===== config.mk =====
export PLATFORM = sky130hd
export DESIGN_NAME = nls_ctrl
export DESIGN_NICKNAME = d
export VERILOG_FILES = /design/src/design/nls_pkg.sv /design/src/design/nls_ctrl.sv
export SDC_FILE = /design/constraint.sdc
export NUM_CORES = 1
export LEC_CHECK = 0
export BUFFER_PORTS_ARGS = -buffer_cell sky130_fd_sc_hd__buf_2
export CAP_MARGIN = 20
export CORE_AREA = 2 2 65 67
export CTS_CLUSTER_DIAMETER = 100
export DETAILED_ROUTE_END_ITERATION = 6
export DIE_AREA = 0 0 67 69
export PLACE_DENSITY_LB_ADDON = 0.12
export SLEW_MARGIN = 20
export SYNTH_ARGS = -nofsm -noshare
export SYNTH_HDL_FRONTEND = slang
export SYNTH_SLANG_ARGS = --single-unit

===== constraint.sdc =====
create_clock -name clk -period 5.2 [get_ports clk]
set_clock_uncertainty 0.2 [all_clocks]
set_input_delay 0.26 -clock clk [delete_from_list [all_inputs] [get_ports clk]]
set_output_delay 0.26 -clock clk [all_outputs]
set_load 0.1 [all_outputs]

===== src/design/nls_pkg.sv =====
// ----------------------------------------------------------------------------
// nls_pkg: shared types and constants of the nearest leader search block
// Sizes, field widths, operation and register codes, and the command and
// status structs between the controller and the datapath.
// ----------------------------------------------------------------------------
`default_nettype none

package nls_pkg;

    // Store sizes.
    localparam int MAX_LEADERS = 64;
    localparam int MAX_DIMS    = 128;

    // Fixed field widths of the stream items.
    localparam int LEAD_FIELD_W = 6;
    localparam int DIM_FIELD_W  = 7;
    localparam int ELEM_W       = 8;
    localparam int DIST_W       = 23;

    // Configuration register widths.
    localparam int LCOUNT_W = 7;
    localparam int DCOUNT_W = 8;
    localparam int CFG_W    = 8;
    localparam int CFG_IDX_W = 1;

    // Internal widths derived from the store sizes.
    localparam int LEAD_W     = $clog2(MAX_LEADERS);
    localparam int DIM_W      = $clog2(MAX_DIMS);
    localparam int LADDR_W    = LEAD_W + DIM_W;
    localparam int LSTORE_DEPTH = 1 << LADDR_W;
    localparam int SQ_W       = 2 * ELEM_W;
    localparam int ACC_RAW_W  = $clog2(MAX_DIMS * 65025 + 1);
    localparam int ACC_W      = (ACC_RAW_W > DIST_W) ? ACC_RAW_W : DIST_W;

    localparam logic [DIST_W-1:0] DIST_MAX = {DIST_W{1'b1}};

    // Register indexes of the configuration port.
    localparam logic [CFG_IDX_W-1:0] REG_LEADER_COUNT = 1'b0;
    localparam logic [CFG_IDX_W-1:0] REG_DIMS_IN_USE  = 1'b1;

    // Item kinds carried on the input tuser bit.
    typedef enum logic {
        OP_LEADER = 1'b0,
        OP_QUERY  = 1'b1
    } nls_op_t;

    // Controller to datapath commands.
    typedef struct packed {
        logic              rd_en;
        logic [LEAD_W-1:0] rd_lead;
        logic [DIM_W-1:0]  rd_dim;
        logic              rd_first;
        logic              rd_last;
        logic              leader_we;
        logic              query_we;
        logic              load_out;
        logic              load_special;
        logic              no_leaders;
    } nls_cmd_t;

    // Datapath to controller status.
    typedef struct packed {
        logic busy;
    } nls_status_t;

endpackage

`default_nettype wire


===== src/design/nls_ctrl.sv =====
// ----------------------------------------------------------------------------
// nls_ctrl: controller of the nearest leader search
// Holds the configuration registers, handles the input handshake, sequences
// the leader and dimension counters of a search and owns the output valid.
// ----------------------------------------------------------------------------
`default_nettype none

module nls_ctrl (
    input  wire logic                            clk,
    input  wire logic                            rst_n,
    input  wire logic                            cfg_we,
    input  wire logic [nls_pkg::CFG_IDX_W-1:0]   cfg_index,
    input  wire logic [nls_pkg::CFG_W-1:0]       cfg_data,
    input  wire logic                            in_valid,
    output logic                                 in_ready,
    input  wire nls_pkg::nls_op_t                in_op,
    input  wire logic [nls_pkg::LEAD_FIELD_W-1:0] in_lead,
    input  wire logic [nls_pkg::DIM_FIELD_W-1:0] in_dim,
    input  wire logic                            in_last,
    output logic                                 out_valid,
    input  wire logic                            out_ready,
    output nls_pkg::nls_cmd_t                    cmd,
    input  wire nls_pkg::nls_status_t            status
);

    import nls_pkg::*;

    typedef enum logic [1:0] {
        S_IDLE,
        S_RUN,
        S_DRAIN,
        S_FINISH
    } state_t;

    state_t              state_reg;
    logic [LCOUNT_W-1:0] leader_count_reg;
    logic [DCOUNT_W-1:0] dims_reg;
    logic [LEAD_W-1:0]   lead_reg;
    logic [DIM_W-1:0]    dim_reg;
    logic                special_reg;
    logic                out_valid_reg;

    logic [LCOUNT_W-1:0] nlead;
    logic [DCOUNT_W-1:0] ndim;
    logic                accept;
    logic                start;
    logic                dim_last;
    logic                lead_last;
    logic                out_free;
    logic                lead_ok;
    logic                dim_ok;

    // Oversized register values count as the store size.
    assign nlead = (leader_count_reg > LCOUNT_W'(MAX_LEADERS)) ?
                   LCOUNT_W'(MAX_LEADERS) : leader_count_reg;
    assign ndim  = (dims_reg > DCOUNT_W'(MAX_DIMS)) ? DCOUNT_W'(MAX_DIMS) : dims_reg;

    assign in_ready  = (state_reg == S_IDLE);
    assign accept    = in_valid && in_ready;
    assign start     = accept && (in_op == OP_QUERY) && in_last;
    assign dim_last  = (DCOUNT_W'(dim_reg) == ndim - DCOUNT_W'(1));
    assign lead_last = (LCOUNT_W'(lead_reg) == nlead - LCOUNT_W'(1));
    assign out_free  = !out_valid_reg || out_ready;
    assign lead_ok   = (32'(in_lead) < 32'(MAX_LEADERS));
    assign dim_ok    = (32'(in_dim) < 32'(MAX_DIMS));
    assign out_valid = out_valid_reg;

    always_comb
    begin
        cmd              = '0;
        cmd.rd_en        = (state_reg == S_RUN);
        cmd.rd_lead      = lead_reg;
        cmd.rd_dim       = dim_reg;
        cmd.rd_first     = (dim_reg == '0);
        cmd.rd_last      = dim_last;
        cmd.leader_we    = accept && (in_op == OP_LEADER) && lead_ok && dim_ok;
        cmd.query_we     = accept && (in_op == OP_QUERY) && dim_ok;
        cmd.load_out     = (state_reg == S_FINISH) && out_free;
        cmd.load_special = special_reg;
        cmd.no_leaders   = (nlead == '0);
    end

    always_ff @(posedge clk or negedge rst_n)
    begin
        if (!rst_n)
        begin
            state_reg        <= S_IDLE;
            leader_count_reg <= '0;
            dims_reg         <= DCOUNT_W'(100);
            lead_reg         <= '0;
            dim_reg          <= '0;
            special_reg      <= 1'b0;
            out_valid_reg    <= 1'b0;
        end
        else
        begin
            if (cfg_we)
            begin
                case (cfg_index)
                    REG_LEADER_COUNT: leader_count_reg <= cfg_data[LCOUNT_W-1:0];
                    REG_DIMS_IN_USE:  dims_reg         <= cfg_data[DCOUNT_W-1:0];
                    default:          ;
                endcase
            end

            // A result leaving in the same cycle as a new one is loaded keeps
            // the valid high; the load below sets it.
            if (out_valid_reg && out_ready && !cmd.load_out)
            begin
                out_valid_reg <= 1'b0;
            end

            case (state_reg)
                S_IDLE:
                begin
                    if (start)
                    begin
                        lead_reg <= '0;
                        dim_reg  <= '0;
                        if ((nlead == '0) || (ndim == '0))
                        begin
                            special_reg <= 1'b1;
                            state_reg   <= S_FINISH;
                        end
                        else
                        begin
                            special_reg <= 1'b0;
                            state_reg   <= S_RUN;
                        end
                    end
                end
                S_RUN:
                begin
                    if (dim_last)
                    begin
                        dim_reg <= '0;
                        if (lead_last)
                        begin
                            state_reg <= S_DRAIN;
                        end
                        else
                        begin
                            lead_reg <= lead_reg + LEAD_W'(1);
                        end
                    end
                    else
                    begin
                        dim_reg <= dim_reg + DIM_W'(1);
                    end
                end
                S_DRAIN:
                begin
                    if (!status.busy)
                    begin
                        state_reg <= S_FINISH;
                    end
                end
                S_FINISH:
                begin
                    if (out_free)
                    begin
                        out_valid_reg <= 1'b1;
                        state_reg     <= S_IDLE;
                    end
                end
                default:
                begin
                    state_reg <= S_IDLE;
                end
            endcase
        end
    end

endmodule

`default_nettype wire


==> flow_summary.ini, run 1 <==
[die]
coreArea_um2 = 3910
die_x_um = 67
rows = 23
die_y_um = 69
die_area_um2 = 4620
io_pins = 53
start_util = 0.553

[detailed_routing]
drt_pass1_iterations = 4
drt_iter0_drc = 97
avgRoutedWirePerCell_um = 13.9
ant_nets = 0
vias = 1859
wl_um = 4440
via_per_inst = 5.83
route.detailed.drc = 0

[critical_path]
max_stage_delay_ps = 490
worstPathCellList = inv_1 > nand2_1 > ha_1 > inv_1 > o41ai_1 > nor2_2 > xnor2_1 > nor4b_1 > buf_2
critPathMostFrequentCell = inv_1
cpMaxStageDelayCell = buf_2
startpoint_type = register
worst_r2r_path_depth = 10
criticalPathCategory = reg -> out
cp_data_arrival_time_ps = 2850
cp_max_fo = 9
cp-end-kind = output port
critPathRequiredTime_ps = 4740

[power_and_ir_drop]
power.share.switching = 0.531
p_int_w = 0.000595
p_leak_nw = 1.15
power_density_nw_per_um2 = 512
p_clk_frac = 0.156
vdd.ir_drop.worst_uv = 250
p_comb_frac = 0.557
netSwitchingPower_w = 0.000672
seqPwrFrac = 0.287

[flow_run]
cap_violations = 0

[timing]
hold_viol = 0
setup_viol_count_final = 0
rsz0062_at_grt = false
fin_crit_ps = 3310
fmax_mhz = 302
tns_ps = 0
fin_crit_sh = 0.636
slew_viol_final = 0
slew-limit-headroom = 0.523
worstMarginPinSlew_ps = 716

[synthesis]
ys_seq_area_frac = 0.371
syn_area_per_cell_um2 = 9.38
synth_seq_cells = 32
syn_area_um2 = 2170
ys.flop_type = dfrtp_1
synth_cell_types = 52
async_flop_share = 1.00
netlist_instances = 231
synthesis.nets = 272
synth_edf_count = 0
ys_warn_count = 0

[finish]
fillers = 384
layout-drive-gt1-share = 0.260
final-instance-count-excl-fill = 319
fin_nets = 309
largest_reg_flops = 8
syn_to_final_growth_pct = 14.3
antenna_cells = 0
fin_area_um2 = 2470

[clocking]
cts_root_buffer = clkbuf_8
cts_resized = 0
cts_buffer_depth = 2
clkTransAtPathRegs_ps = 60
clkSinkCount = 32
clk-insertion-delay-late_ps = 290
cts_tree = done
cts_inserted_buffers = 5
htreeDepth = 2

[global_routing]
grt_max_degree = 33
antenna_found_initial = 0
grtUsageTotal = 0.210
overflow = 0
grt_pass1_wl_um = 7490
grt_pass1_vias = 1568

[worst_hold_path]
hold_path_class = in -> reg
whs_path_depth = 2

[placement]
dp.cells = 309
io_buffers = 39
hpwl_um = 3290
placed_area_um2 = 2360
gp_congestion = 0.779

[run_status]
status = finished clean
[cell usage after synthesis (2+ instances only)]
| cell | number | share of area |
|---|---|---|
| a21bo_2 | 2 | 0.0092 |
| a21o_1 | 3 | 0.010 |
| a21oi_1 | 7 | 0.016 |
| a22o_1 | 5 | 0.020 |
| a32oi_1 | 2 | 0.0081 |
| and3_1 | 4 | 0.012 |
| buf_2 | 2 | 0.0046 |
| buf_4 | 2 | 0.0069 |
| clkbuf_1 | 6 | 0.010 |
| dfrtp_1 | 29 | 0.34 |
| dfstp_2 | 3 | 0.036 |
| ha_1 | 11 | 0.064 |
| inv_1 | 10 | 0.017 |
| mux2_2 | 14 | 0.073 |
| mux2i_1 | 2 | 0.0092 |
| nand2_1 | 15 | 0.026 |
| nand2b_1 | 5 | 0.014 |
| nand3_1 | 8 | 0.018 |
| nand4_1 | 3 | 0.0087 |
| nor2_1 | 13 | 0.023 |
| nor2b_1 | 5 | 0.014 |
| nor3_1 | 6 | 0.014 |
| nor4_1 | 5 | 0.014 |
| nor4b_1 | 2 | 0.0081 |
| o211ai_1 | 5 | 0.017 |
| o21ai_0 | 16 | 0.037 |
| o31a_1 | 4 | 0.016 |
| o31ai_1 | 6 | 0.021 |
| or2_2 | 2 | 0.0058 |
| or3_1 | 2 | 0.0058 |
| or4_1 | 4 | 0.014 |
| xnor2_1 | 4 | 0.016 |
| xor2_1 | 5 | 0.020 |
[kinds of logic after synthesis]
| family | after synthesis | synth area share |
|---|---|---|
| compound gates | 58 | 0.185 |
| xor+xnor | 9 | 0.0364 |
| fa+ha+maj | 11 | 0.0635 |
| buf+inv | 21 | 0.0445 |
| flops | 32 | 0.371 |
| mux | 16 | 0.0820 |
| simple gates | 84 | 0.217 |
[placed cells by master, fill, tap and decap left out, types with 5 or more instances in the layout]
cell and count:
xor2_1 5, inv_1 10, buf_2 39, nand2_1 15
o21ai_0 16, nand2b_1 5, clkbuf_8 6, nor3_1 6
ha_1 11, o31ai_1 6, a21oi_1 7, a22o_1 5
nor2b_1 5, nand3_1 8, o211ai_1 5, dfrtp_1 29
nor2_1 13, nor4_1 5, mux2_2 14
[worst max-delay path, delay by kind of cell (launching register included)]
| family | cells | cell delay (ps) |
|---|---|---|
| DFF | 1 | 470 |
| xor gates and xnor gates | 1 | 160 |
| adders and majority gates | 1 | 270 |
| AOI/OAI and AO/OA | 1 | 420 |
| buffers and inverters | 3 | 720 |
| and+or+nand+nor | 3 | 530 |
[stage by stage]
stage | hold slack [ps] | total power [W] | worst slack (ps) | utilization
finish | 13.8 | 0.00127 | 1890 | 0.632
global route | 21.2 | 0.00135 | 1610 | 0.632
CTS | 3.78 | 0.00127 | 1840 | 0.632
detailed placement | 158 | 0.00107 | 2020 | 0.604
global placement | 155 | 0.00106 | 1980 | 0.604
floorplan | -236 | 0.000959 | 976 | -
[final timing paths]
| path | start | endpoint | slack (ps) |
|---|---|---|---|
| min | cfg_data[7] | dims_reg[7] | 10 |
| max | dims_reg[7] | cmd[5] | 1890 |
| min reg2reg | special_reg | special_reg | 290 |
| min in group asynchronous | rst_n | dim_reg[3] | 350 |
| max reg2reg | dims_reg[7] | lead_reg[3] | 1990 |
| max in group asynchronous | rst_n | dims_reg[7] | 3970 |
[per-layer routing]
metal  track usage  wire [um]  vias to the layer above  part of all wire
met3        0.0506        181                        6             0.041
met5             0          0                        -                 0
met2         0.300       2040                       38              0.46
li1              -          -                      929                 -
met1         0.310       2160                      886              0.48
met4        0.0726         65                        0             0.015
[power groups by stage]
stage                     registers, W  clock network (W)  logic, W
after detailed placement      0.000368                  0  0.000704
after global routing          0.000373           0.000214  0.000763
final                         0.000364           0.000198  0.000706
after floorplan               0.000473                  0  0.000486
after global placement        0.000365                  0  0.000698
after CTS                     0.000364           0.000204  0.000708
[cell type report]
class	instances	area, um^2	area share
Clock buffer	8	90.1	0.0364
Sequential cell	32	805	0.325
Timing Repair Buffer	41	215	0.0870
Multi-Input combinational cell	178	1260	0.511
Tap cell	50	62.6	0.0253
Inverter	10	37.5	0.0152
[timing repair]
action | in CTS | in global routing
endpoints found under the hold margin | 30 | 0
hold buffers | 2 | 0
setup buffers | 0 | 0
Note: power is estimated with default switching activity, not from simulation.
==> run 2, diff against run 1 <==
--- a/config.mk
+++ b/config.mk
@@ -7,10 +7,10 @@
 export LEC_CHECK = 0
 export BUFFER_PORTS_ARGS = -buffer_cell sky130_fd_sc_hd__buf_2
 export CAP_MARGIN = 20
-export CORE_AREA = 2 2 65 67
+export CORE_AREA = 2 2 67 69
 export CTS_CLUSTER_DIAMETER = 100
 export DETAILED_ROUTE_END_ITERATION = 6
-export DIE_AREA = 0 0 67 69
+export DIE_AREA = 0 0 69 71
 export PLACE_DENSITY_LB_ADDON = 0.12
 export SLEW_MARGIN = 20
 export SYNTH_ARGS = -nofsm -noshare
==> constraint.sdc (replaced) <==
create_clock -name clk -period 3.4 [get_ports clk]
set_clock_uncertainty 0.2 [all_clocks]
set_input_delay 0.17 -clock clk [delete_from_list [all_inputs] [get_ports clk]]
set_output_delay 0.17 -clock clk [all_outputs]
set_load 0.1 [all_outputs]
==> run 2 against run 1 <==
  * Die area up 6.0%
  * Clock-buffer cell count down 3
  * Worst hold slack better by 42 ps
  * Sequential power up 52%
  * Critical path depth down 1
  * Register-to-register slack worse by 1600 ps
  * Utilization down 1.2 points
==> flow_summary.ini, run 2 (synthesis results as in run 1) <==
[critical_path]
cp_max_fo = 7
startpoint_type = register
cp-end-kind = output port
critPathRequiredTime_ps = 3030
cp_data_arrival_time_ps = 2770
criticalPathCategory = reg -> out

[detailed_routing]
via_per_inst = 5.69
drt_iter0_drc = 63
wl_um = 4710
vias = 1901
ant_nets = 0
drt_pass1_iterations = 6
route.detailed.drc = 0
avgRoutedWirePerCell_um = 14.1

[die]
coreArea_um2 = 4200
die_area_um2 = 4900
io_pins = 53
start_util = 0.515
rows = 24
die_y_um = 71
die_x_um = 69

[finish]
layout-drive-gt1-share = 0.284
mostFrequentLayoutCell = buf_2
postLayoutCoreUtil = 0.620
fillers = 406
final_cell_mix = 39 x buf_2, 29 x dfrtp_1, 16 x o21ai_0, 15 x nand2_1, 14 x mux2_2
largest_reg_flops = 8
fin_area_um2 = 2610
fin_nets = 322
syn_to_final_growth_pct = 20.3
antenna_cells = 0

[global_routing]
grt_pass1_wl_um = 8050
grtUsageTotal = 0.203
overflow = 0
grt_max_degree = 33
grt_pass1_vias = 1746
antenna_found_initial = 0

[timing]
setup_viol_count_final = 0
slew_viol_final = 0
slew-limit-headroom = 0.519
hold_viol = 0
fin_crit_ps = 3140
fin_crit_sh = 0.922
worstMarginPinSlew_ps = 721
tns_ps = 0
fmax_mhz = 319
rsz0062_at_grt = false

[clocking]
cts_setup_buffers = 0
htreeDepth = 2
clkSinkCount = 32
cts_buffer_depth = 2
clkTransAtPathRegs_ps = 70
cts_tree = done
cts_resized = 0
cts_root_buffer = clkbuf_8
clk-insertion-delay-late_ps = 290
cts_inserted_buffers = 5

[flow_run]
cap_violations = 0

[power_and_ir_drop]
p_leak_nw = 1.21
p_clk_frac = 0.156
netSwitchingPower_w = 0.00106
p_comb_frac = 0.565
vdd.ir_drop.worst_uv = 319
power_density_nw_per_um2 = 761
power.share.switching = 0.536
p_int_w = 0.000920
seqPwrFrac = 0.278

[placement]
io_buffers = 39
gp_congestion = 0.804
placed_area_um2 = 2410
hpwl_um = 3420

[worst_hold_path]
hold_path_class = in -> reg

[run_status]
status = finished clean
run 2: changes by cell type in the layout (fill, tap and decap cells not counted), moves of 2 or more:
| cell | change |
|---|---|
| dlygate4sd3_1 | +8 |
| buf_4 | +5 |
| clkinvlp_4 | +2 |
| clkbuf_1 | -2 |
run 2: layout make-up:
class,instances,area (um^2),share of cell area
Multi-Input combinational cell,178,1270,0.489
Tap cell,52,65.1,0.0250
Clock inverter,3,23.8,0.00912
Timing Repair Buffer,54,333,0.128
Clock buffer,5,68.8,0.0264
Sequential cell,32,805,0.309
Inverter,10,37.5,0.0144
run 2: what timing repair did:
| item | 4_1_cts | 5_1_grt |
|---|---|---|
| endpoints found under the hold margin | 45 | 0 |
| endpoints found under the setup margin | 0 | 0 |
| hold buffers | 10 | 0 |
run 2: critical path, stage by stage (launching register included):
cell and delay, ps:
dfrtp_1 450, nand2_1 110, ha_1 270, inv_1 90, o41ai_1 440, nor2_2 70
xnor2_1 160, nor4b_1 390, buf_2 500
run 2: worst paths after layout:
kind | start | end | slack, ps | depth (start not counted)
min in group asynchronous | rst_n | dim_reg[3] | 260 | 2
min | in_last | special_reg | 60 | 4
max reg2reg | dims_reg[7] | lead_reg[5] | 400 | 10
max | dims_reg[1] | cmd[5] | 260 | 8
max in group asynchronous | rst_n | lead_reg[4] | 2280 | 2
min reg2reg | special_reg | special_reg | 290 | 2
run 2: per-layer routing:
| metal | wire length (um) | GRT usage | part of all wire | vias up |
|---|---|---|---|---|
| met4 | 55 | 0.0588 | 0.012 | 0 |
| met5 | 0 | 0 | 0 | - |
| li1 | - | - | - | 953 |
| met3 | 172 | 0.0427 | 0.037 | 8 |
| met2 | 2210 | 0.342 | 0.47 | 34 |
| met1 | 2270 | 0.265 | 0.48 | 906 |
run 2: stage by stage:
step	total power, W	setup slack, ps	hold slack (ps)	cells
after detailed placement	0.00167	432	70.9	316
after floorplan	0.00147	111	-326	231
final	0.00198	264	55.7	334
after CTS	0.00199	248	46.4	334
after global routing	0.00211	68.4	88.5	334
after global placement	0.00166	445	73.9	316
run 2: power groups by stage:
stage                     combinational (W)  clock (W)  sequential [W]
after floorplan                    0.000750          0        0.000723
after global placement              0.00110          0        0.000556
after detailed placement            0.00111          0        0.000558
after CTS                           0.00112   0.000318        0.000550
after global routing                0.00121   0.000332        0.000567
final                               0.00112   0.000310        0.000552
==> run 3, diff against run 2 <==
--- a/config.mk
+++ b/config.mk
@@ -5,12 +5,13 @@
 export SDC_FILE = /design/constraint.sdc
 export NUM_CORES = 1
 export LEC_CHECK = 0
+export ABC_AREA = 1
 export BUFFER_PORTS_ARGS = -buffer_cell sky130_fd_sc_hd__buf_2
 export CAP_MARGIN = 20
-export CORE_AREA = 2 2 67 69
+export CORE_AREA = 2 2 68 70
 export CTS_CLUSTER_DIAMETER = 100
 export DETAILED_ROUTE_END_ITERATION = 6
-export DIE_AREA = 0 0 69 71
+export DIE_AREA = 0 0 70 72
 export PLACE_DENSITY_LB_ADDON = 0.12
 export SLEW_MARGIN = 20
 export SYNTH_ARGS = -nofsm -noshare
==> run 3 against run 2 <==
  * Wire length up 9.7%
  * Synthesized area up 5.0%
  * Clock-buffer cell count up 2
  * Critical endpoint unchanged
  * Die area up 2.9%
  * Critical path depth up 3
  * Highest routed layer unchanged
  * Register-to-register slack better by 270 ps
  * Global-route usage up 1.8 points
  * Total power down 0.22%
  * Sequential power down 2%
  * Synthesized cell count up 37%
==> flow_summary.ini, run 3 <==
[finish]
final-instance-count-excl-fill = 420
syn_to_final_growth_pct = 18.2
antenna_cells = 0
fin_nets = 408
mostFrequentLayoutCell = nand2_1
layout-drive-gt1-share = 0.198
multiInputGateArea_um2 = 1270
largest_reg_flops = 8
final_cell_mix = 92 x nand2_1, 44 x inv_1, 39 x buf_2, 29 x dfrtp_1, 24 x nand3_1
fillers = 404
ff_latch_area_um2 = 805

[synthesis]
syn_area_per_cell_um2 = 7.18
async_flop_share = 1.00
synth_area_leaders = dfrtp_1 32%, nand2_1 15%, inv_1 7.3%, ha_1 6.1%, nand3_1 5.3%
ys.flop_type = dfrtp_1
synth_most_common_cell = nand2_1
ys_seq_area_frac = 0.354
synth_top_area_cell = dfrtp_1
netlist.area_leader.share = 0.319
ys_warn_count = 0
netlist_instances = 317
syn_area_um2 = 2270
synth_seq_cells = 32
synth_cell_types = 35
synthesis.nets = 358
synthTopCellsByCount = 92 x nand2_1, 44 x inv_1, 29 x dfrtp_1
synth_edf_count = 0

[die]
start_util = 0.533
die_area_um2 = 5040
die_x_um = 70
coreArea_um2 = 4260
rows = 24
die_y_um = 72
io_pins = 53

[detailed_routing]
vias = 2117
ant_nets = 0
via_per_inst = 5.04
wl_um = 5160
route.detailed.drc = 0
avgRoutedWirePerCell_um = 12.3
drt_pass1_iterations = 4
drt_iter0_drc = 94

[critical_path]
critPathRequiredTime_ps = 3030
crit_buf_inv = 1
critPathLaunch = dims_reg[0]
cp_max_fo = 5
max_stage_delay_ps = 440
criticalPathCategory = reg -> out
crit_family = simple AND/OR/NAND/NOR gates
r2r_slack_ps = 670
cp_data_arrival_time_ps = 2670
critPathMostFrequentCell = nand2_1
cpMaxStageDelayCell = dfrtp_1
startpoint_type = register
cp-end-kind = output port
worstPathCellList = nor2_4 > nand2_2 > o21ai_2 > nand2_1 > ha_1 > xor2_1 > nand2_1 > nor3_1 > nand3_1 > nor2_1 > buf_2
timing.rr.start = dims_reg[0]

[placement]
hpwl_um = 3830
io_buffers = 39
dp.cells = 402
gp_congestion = 0.822

[global_routing]
met2_usage = 0.378
grtUsageMet1 = 0.280
grt_pass1_vias = 1944
grt_max_degree = 33
antenna_found_initial = 0
gr-usage-met3 = 0.0375
grtUsageTotal = 0.221
grt_pass1_wl_um = 8780
overflow = 0
top_usage_layer = met2

[clocking]
clk-insertion-delay-late_ps = 290
cts_tree = done
clkTransAtPathRegs_ps = 70
cts_inserted_buffers = 5
htreeDepth = 2
cts_buffer_depth = 2
cts_root_buffer = clkbuf_8
cts_hold_buf = 10
cts_setup_buffers = 0
clkSinkCount = 32
cts_resized = 0

[timing]
setup_viol_count_final = 0
fmax_mhz = 329
hold_viol = 0
worstMarginPinSlew_ps = 760
slew-limit-headroom = 0.493
tns_ps = 0
rsz0062_at_grt = false
slew_viol_final = 0
fin_crit_sh = 0.894
fin_crit_ps = 3040

[power_and_ir_drop]
seqPwrFrac = 0.273
p_leak_nw = 1.44
power.share.switching = 0.567
vdd.ir_drop.worst_uv = 387
p_comb_frac = 0.581
p_clk_frac = 0.146
netSwitchingPower_w = 0.00112
power_density_nw_per_um2 = 736
p_int_w = 0.000856

[worst_hold_path]
worstHoldStart = in_last
hold_path_class = in -> reg

[flow_run]
cap_violations = 0

[run_status]
status = finished clean
run 3: cell families (layout without fill, tap and decap cells):
logic type | after synthesis | in the layout | synth area share
compound gates | 35 | 35 | 0.0842
xor+xnor | 11 | 11 | 0.0517
fa+ha+maj | 11 | 11 | 0.0605
buf+inv | 52 | 103 | 0.0930
flops | 32 | 32 | 0.354
mux | 1 | 1 | 0.00495
simple gates | 175 | 175 | 0.352
run 3: power by group through the flow:
stage                     clock, W  combinational (W)  sequential (W)
after floorplan                  0           0.000802        0.000711
after global placement           0            0.00113        0.000545
after detailed placement         0            0.00115        0.000546
after CTS                 0.000295            0.00116        0.000540
after global routing      0.000309            0.00125        0.000552
final                     0.000290            0.00115        0.000540
run 3: layout make-up:
type,instances,share of cell area
timing repair buffer,49,0.110
clock inverter,1,0.00186
clock buffer,7,0.0284
sequential,32,0.299
tap,52,0.0242
multi-input combinational,233,0.472
inverter,46,0.0642
run 3: worst register-to-register path: cells and delay by family, from the launching register on:
kind,cells,cell delay [ps]
simple gates,10,1140
flops,1,440
xor+xnor,1,400
compound gates,1,240
fa+ha+maj,1,210
run 3: final timing paths:
path	endpoint	cells after the start
worst max-delay path	cmd[5]	11
worst min-delay path	special_reg	3
worst max register to register	lead_reg[3]	13
worst min register to register	leader_count_reg[2]	2
max in group asynchronous	leader_count_reg[6]	2
min in group asynchronous	dims_reg[4]	2
run 3: metal layers:
layer	part of all wire	wire [um]
met3	0.028	145
met1	0.47	2420
met5	0	0
met4	0.021	109
met2	0.48	2490
run 3: metrics by stage:
| stage | util | instance area [um^2] | power [W] | setup WS [ps] | hold WS [ps] |
|---|---|---|---|---|---|
| after CTS | 0.631 | 2690 | 0.00199 | 349 | 79.6 |
| after floorplan | - | 2290 | 0.00151 | 94.6 | -326 |
| after global routing | 0.631 | 2690 | 0.00211 | 210 | 96.7 |
| after detailed placement | 0.588 | 2510 | 0.00169 | 678 | 81.6 |
| after global placement | 0.588 | 2510 | 0.00168 | 690 | 78.5 |
| final | 0.631 | 2690 | 0.00198 | 362 | 77.3 |
